<file path="config.mk">
export PLATFORM = sky130hd
export DESIGN_NAME = csd_ctrl
export DESIGN_NICKNAME = d
export VERILOG_FILES = /design/src/csd_pkg.sv /design/src/csd_ctrl.sv
export SDC_FILE = /design/constraint.sdc
export NUM_CORES = 1
export LEC_CHECK = 0
export BUFFER_PORTS_ARGS = -buffer_cell sky130_fd_sc_hd__buf_4
export CELL_PAD_IN_SITES_DETAIL_PLACEMENT = 0
export CELL_PAD_IN_SITES_GLOBAL_PLACEMENT = 1
export CORE_MARGIN = 5
export CORE_UTILIZATION = 35
export DETAILED_ROUTE_END_ITERATION = 10
export MAX_ROUTING_LAYER = met4
export PLACE_DENSITY = 0.8
export SLEW_MARGIN = 10
export SYNTH_ARGS = -nofsm -noshare
export SYNTH_HDL_FRONTEND = slang
export SYNTH_SLANG_ARGS = --single-unit
</file>
<file path="constraint.sdc">
create_clock -name clk -period 3.4 [get_ports clk]
set_input_delay 0.34 -clock clk [delete_from_list [all_inputs] [get_ports clk]]
set_output_delay 0.34 -clock clk [all_outputs]
set_load 0.1 [all_outputs]
</file>
<file path="src/csd_pkg.sv">
`default_nettype none

package csd_pkg;

  // Field widths
  localparam int DW          = 32;              // spin component, coupling, field
  localparam int PW          = 2 * DW;          // full product
  localparam int QSHIFT      = 16;              // Q16.16 fraction bits
  localparam int FW          = PW - QSHIFT;     // product after floor shift
  localparam int SW          = FW + 2;          // lane sum, three terms max
  localparam int AW          = 48;              // Overhauser accumulator
  localparam int IDXW        = 6;               // spin_index
  localparam int IN_TDATA_W  = 4 * DW;
  localparam int OUT_PAD_W   = 2;
  localparam int OUT_TDATA_W = IDXW + 3 * DW + OUT_PAD_W;

  localparam int MAX_BATH_DEF = 63;

  // in_tuser codes
  localparam logic ACT_CENTRAL = 1'b0;
  localparam logic ACT_BATH    = 1'b1;

  // Multiplier operand select
  localparam logic [2:0] MUL_NONE = 3'd0;
  localparam logic [2:0] MUL_X1   = 3'd1;  // S[i+1] * b[i+2]
  localparam logic [2:0] MUL_X2   = 3'd2;  // S[i+2] * b[i+1]
  localparam logic [2:0] MUL_JB   = 3'd3;  // J * b[i]
  localparam logic [2:0] MUL_JC   = 3'd4;  // J * c[i]
  localparam logic [2:0] MUL_A1   = 3'd5;  // a[i+1] * S[i+2]
  localparam logic [2:0] MUL_A2   = 3'd6;  // a[i+2] * S[i+1]
  localparam logic [2:0] MUL_HS   = 3'd7;  // field term

  // Accumulate stage ops
  localparam logic [2:0] ACC_NONE = 3'd0;
  localparam logic [2:0] ACC_LOAD = 3'd1;
  localparam logic [2:0] ACC_SUB  = 3'd2;
  localparam logic [2:0] ACC_HADD = 3'd3;  // + on x and z lanes, - on y lane
  localparam logic [2:0] ACC_OVH  = 3'd4;  // Overhauser update

  typedef struct packed {
    logic       take_central;
    logic       take_bath;
    logic [2:0] mul_sel;
    logic [2:0] acc_op;
    logic       latch_cv;
    logic       load_out;
    logic       out_last;
  } csd_cmd_t;

  typedef struct packed {
    logic out_free;
  } csd_stat_t;

endpackage

`default_nettype wire

</file>
<file path="src/csd_ctrl.sv">
`default_nettype none

module csd_ctrl (
  input  logic               clk,
  input  logic               rst_n,
  input  logic               in_tvalid,
  output logic               in_tready,
  input  logic               in_tuser,
  input  logic               in_tlast,
  input  csd_pkg::csd_stat_t stat,
  output csd_pkg::csd_cmd_t  cmd
);
  import csd_pkg::*;

  localparam logic ST_IDLE = 1'b0;
  localparam logic ST_BUSY = 1'b1;

  localparam logic [3:0] STP_X1    = 4'd0;
  localparam logic [3:0] STP_X2    = 4'd1;
  localparam logic [3:0] STP_JB    = 4'd2;
  localparam logic [3:0] STP_OVH   = 4'd3;
  localparam logic [3:0] STP_JC    = 4'd4;
  localparam logic [3:0] STP_JLD   = 4'd5;
  localparam logic [3:0] STP_BOUT  = 4'd6;
  localparam logic [3:0] STP_A1    = 4'd7;
  localparam logic [3:0] STP_A2    = 4'd8;
  localparam logic [3:0] STP_HS    = 4'd9;
  localparam logic [3:0] STP_HADD  = 4'd10;
  localparam logic [3:0] STP_COUT  = 4'd11;

  logic       state_r, state_nxt;
  logic [3:0] step_r, step_nxt;
  logic       last_r, last_nxt;

  always_comb begin
    cmd       = '0;
    state_nxt = state_r;
    step_nxt  = step_r;
    last_nxt  = last_r;
    in_tready = (state_r == ST_IDLE);
    case (state_r)
      ST_IDLE: begin
        if (in_tvalid) begin
          if (in_tuser == ACT_CENTRAL) begin
            cmd.take_central = 1'b1;
          end else begin
            cmd.take_bath = 1'b1;
            last_nxt      = in_tlast;
            state_nxt     = ST_BUSY;
            step_nxt      = STP_X1;
          end
        end
      end
      ST_BUSY: begin
        step_nxt = step_r + 1'b1;
        case (step_r)
          STP_X1:  cmd.mul_sel = MUL_X1;
          STP_X2:  begin cmd.mul_sel = MUL_X2; cmd.acc_op = ACC_LOAD; end
          STP_JB:  begin cmd.mul_sel = MUL_JB; cmd.acc_op = ACC_SUB;  end
          STP_OVH: begin cmd.acc_op = ACC_OVH; cmd.latch_cv = 1'b1;   end
          STP_JC:  cmd.mul_sel = MUL_JC;
          STP_JLD: cmd.acc_op  = ACC_LOAD;
          STP_BOUT: begin
            if (stat.out_free) begin
              cmd.load_out = 1'b1;
              if (!last_r) begin
                state_nxt = ST_IDLE;
              end
            end else begin
              step_nxt = step_r;
            end
          end
          STP_A1:   cmd.mul_sel = MUL_A1;
          STP_A2:   begin cmd.mul_sel = MUL_A2; cmd.acc_op = ACC_LOAD; end
          STP_HS:   begin cmd.mul_sel = MUL_HS; cmd.acc_op = ACC_SUB;  end
          STP_HADD: cmd.acc_op = ACC_HADD;
          STP_COUT: begin
            if (stat.out_free) begin
              cmd.load_out = 1'b1;
              cmd.out_last = 1'b1;
              state_nxt    = ST_IDLE;
            end else begin
              step_nxt = step_r;
            end
          end
          default: state_nxt = ST_IDLE;
        endcase
      end
      default: state_nxt = ST_IDLE;
    endcase
  end

  always_ff @(posedge clk) begin
    if (!rst_n) begin
      state_r <= ST_IDLE;
      step_r  <= STP_X1;
      last_r  <= 1'b0;
    end else begin
      state_r <= state_nxt;
      step_r  <= step_nxt;
      last_r  <= last_nxt;
    end
  end

endmodule

`default_nettype wire

</file>
==> run summary <==
## Drt
• 599 — vias
• 11.02 um — WL/cell
• 4 — router iterations before antenna repair
• 4.792 — per-cell via count in the routed design
• 1378 um — Routed Wire Length
• 0 — post-route DRC violation count
• 9 — Starting DRT DRC Count
• 0 — number of nets with antenna violations after detailed routing

## Setup path
• step_r[3] — Worst R2R End
• step_r[1] — reg-to-reg startpoint
• flip-flop to primary output — kind of critical path
• 3.06 ns — CP required
• flip-flop — CP startpoint kind
• 1.86 ns — Arrival @ worst endpoint
• 1.77 ns — flop-to-flop setup slack
• 5 — R2R cell count
• primary output — kind of end point of the critical path
• 15 — Crit Path Max Fanout

## Logic synthesis
• 625.6 um^2 — netlist area before placement
• 0.1000 — adder-cell share of the synthesized area
• 84 — cells after synthesis
• a21oi_1 — dominant cell by count in the synthesized netlist
• 0.1920 — Synth top area share
• 0.1920 — sequential cell area fraction in the yosys report
• 95 — Syn Nets
• a21oi_1 (9), nor2_1 (8), nand2_1 (7) — most frequent cells after synthesis
• dfxtp_1 (19%), ha_1 (10%), a21oi_1 (7.2%), nor2_1 (4.8%), nand2_1 (4.2%) — top post-synthesis cells by area
• 0.2760 — Compound-Gate Fraction of Synth Area
• 0 — number of synthesized flops with an enable pin
• 0 — parity-gate share of the synthesized area counting xor and xnor cells
• dfxtp_1 — largest area contributor in the netlist
• 6 — number of synthesized register bits
• 27 — unique cell type count in the Yosys netlist
• 0.04000 — share of synthesized area spent on multiplexers
• simple AND/OR/NAND/NOR gates — main combinational cell family by area after synthesis
• 0 — async set-or-reset flop fraction in the synthesized netlist
• 0 — Ys Warns
• 7.448 um^2 — syn avg cell area
• 0.3240 — post-synthesis share of cell area spent on and, or, nand and nor gates
• dfxtp_1 — Post-synth top flop

## Clock tree
• 6 — clk sinks
• 1 — level count of the clock H-tree
• 0 — Setup Fix Bufs, Post-CTS
• 0.04 ns — clk slew on worst S/H paths
• 0 — count of hold-fix buffers inserted at cts
• done — TritonCTS clock tree
• 2 — maximum clock path buffer count
• 0 — PostCTS Resize Cnt
• clkbuf_4 — library cell used as clock root buffer
• 3 — cts bufs inserted
• 0.24 ns — clock insertion delay at the later pin of the skew report

## Timing
• 0.003362 ns — post-route clock skew
• 0.5623 ns — slew at the pin closest to its max-slew limit
• no — RSZ-0062 raised after global routing
• 0 ns — Setup Total Neg Slack
• 0.6466 — fin crit share
• 0.6246 — Relative slew margins
• 0.4549 GHz — f_max
• 1.202 ns — Final Worst Setup Slack
• 0 — Setup Viol. Count Final
• 0 — count of pins over their slew limit
• 2.198 ns — final critical delay including setup and external delays
• 0 — Fin. Hold Viols

## Global routing
• 552 — number of global-route vias before repair
• 2435 um — first-pass GRT wire length
• 17 — largest net degree at the start of global routing
• 0.1205 — all-layer global routing usage
• 0 — total gr overflow
• 0 — number of antenna violations at the first check in global routing

## Floorplanning
• 2733 um^2 — overall die area
• 18 — I/O pin total
• 1708 um^2 — core outline area
• 15 — Site Rows
• 0.3663 — Initial Utilization
• 52.28 um — DIE HEIGHT
• 52.28 um — horizontal die dimension

## Pwr
• 215.7 uV — IR Drop Worst-Case VDD
• 277.6 nW/um^2 — PD cells
• 0.3199 nW — leakage power of the design

## Min path
• last_r — capture endpoint of the worst hold path
• input pin to flip-flop — worst hold path class
• in_tlast — hold path start
• 3 — worst hold path depth

## Final layout
• 25.80% — Syn-to-layout area delta
• 0.2900 — layout cell share with drive strength beyond 1
• 0 — Antenna Diode Count
• 113 — total number of nets in the final design

## Place
• 1.451 ns — setup slack at placement
• 0.7915 — routability congestion estimate
• 17 — port buffer count
• 1080 um — Detail Placement HPWL

## Run status
• finished, final reports clean — run status

## Flow run
• 0 — Max-Cap Viols

## layer usage
layer	part of all wire	GRT usage	wire length, um	up-vias
met2	0.44	0.1778	609	12
met3	0.062	0.05128	86	0
met4	0	0.02553	0	0
met1	0.49	0.1533	682	254
li1	-	-	-	333
met5	0	-	0	-
## critical path: stages (launching register included)
cell and delay, ns:
dfxtp_1 0.61, inv_1 0.19, or3_1 0.37, a21oi_1 0.14
buf_4 0.31
## registers in the layout, indices dropped and copies added (netlist names)
name,count
step_r,4
last_r,1
state_r,1
## report_power, final
group	total, mW	switching [mW]	internal (mW)
Sequential	0.0785	0.00512	0.0734
Clock	0.0635	0.0237	0.0398
Combinational	0.0765	0.0540	0.0225
## logic make-up after synthesis
| logic type | after synthesis |
|---|---|
| DFF | 6 |
| buffers and inverters | 10 |
| muxes | 2 |
| and+or+nand+nor | 36 |
| AOI/OAI and AO/OA | 25 |
| adders and majority gates | 5 |
## layout by cell type, fill, tap and decap left out
cell type	synthesis	routed
buf_4	0	17
a21oi_1	9	9
nor2_1	8	8
nand2_1	7	7
dfxtp_1	6	6
inv_1	5	5
nand3_1	5	5
ha_1	5	5
o21ai_1	4	4
nand2b_1	3	3
nor3_1	3	3
nor3b_1	3	3
o211ai_1	3	3
clkbuf_4	0	3
nor2b_1	2	2
a31oi_1	2	2
or3_1	2	2
a21oi_2	2	2
o21ai_2	2	2
nand2b_4	1	1
and3_1	1	1
nand3b_4	1	1
inv_2	1	1
a31oi_4	1	1
o21a_1	1	1
mux2_4	1	1
a41oi_1	1	1
mux2i_1	1	1
## final cells by class
| class | instances | area, um^2 |
|---|---|---|
| Clock buffer | 3 | 22.52 |
| Fill cell | 176 | 920.9 |
| Inverter | 6 | 22.52 |
| Multi-Input combinational cell | 68 | 462.9 |
| Sequential cell | 6 | 120.1 |
| Tap cell | 25 | 31.28 |
| Timing Repair Buffer | 17 | 127.6 |
## stage by stage
stage	hold WS (ns)	total power, mW	std cells	util	area (um^2)
6_report	0.3508	0.2184	125	0.4608	787.0
5_1_grt	0.3862	0.2369	125	0.4608	787.0
4_1_cts	0.3400	0.2231	125	0.4608	787.0
3_5_place_dp	0.4550	0.1565	122	0.4476	764.5
3_3_place_gp	0.4492	0.1571	122	0.4476	764.5
2_1_floorplan	0.4309	0.1381	84	-	625.6
## worst max path at each step
| stage | start | endpoint | cells after the start |
|---|---|---|---|
| 3_5_place_dp | step_r[3] | cmd[8] | 4 |
| 6_report | step_r[3] | cmd[8] | 4 |
| 4_1_cts | step_r[3] | cmd[8] | 4 |
| 3_3_place_gp | step_r[3] | cmd[8] | 4 |
| 2_1_floorplan | step_r[1] | cmd[2] | 3 |
| 5_1_grt | step_r[3] | cmd[8] | 4 |
(Power assumes the default switching activity.)
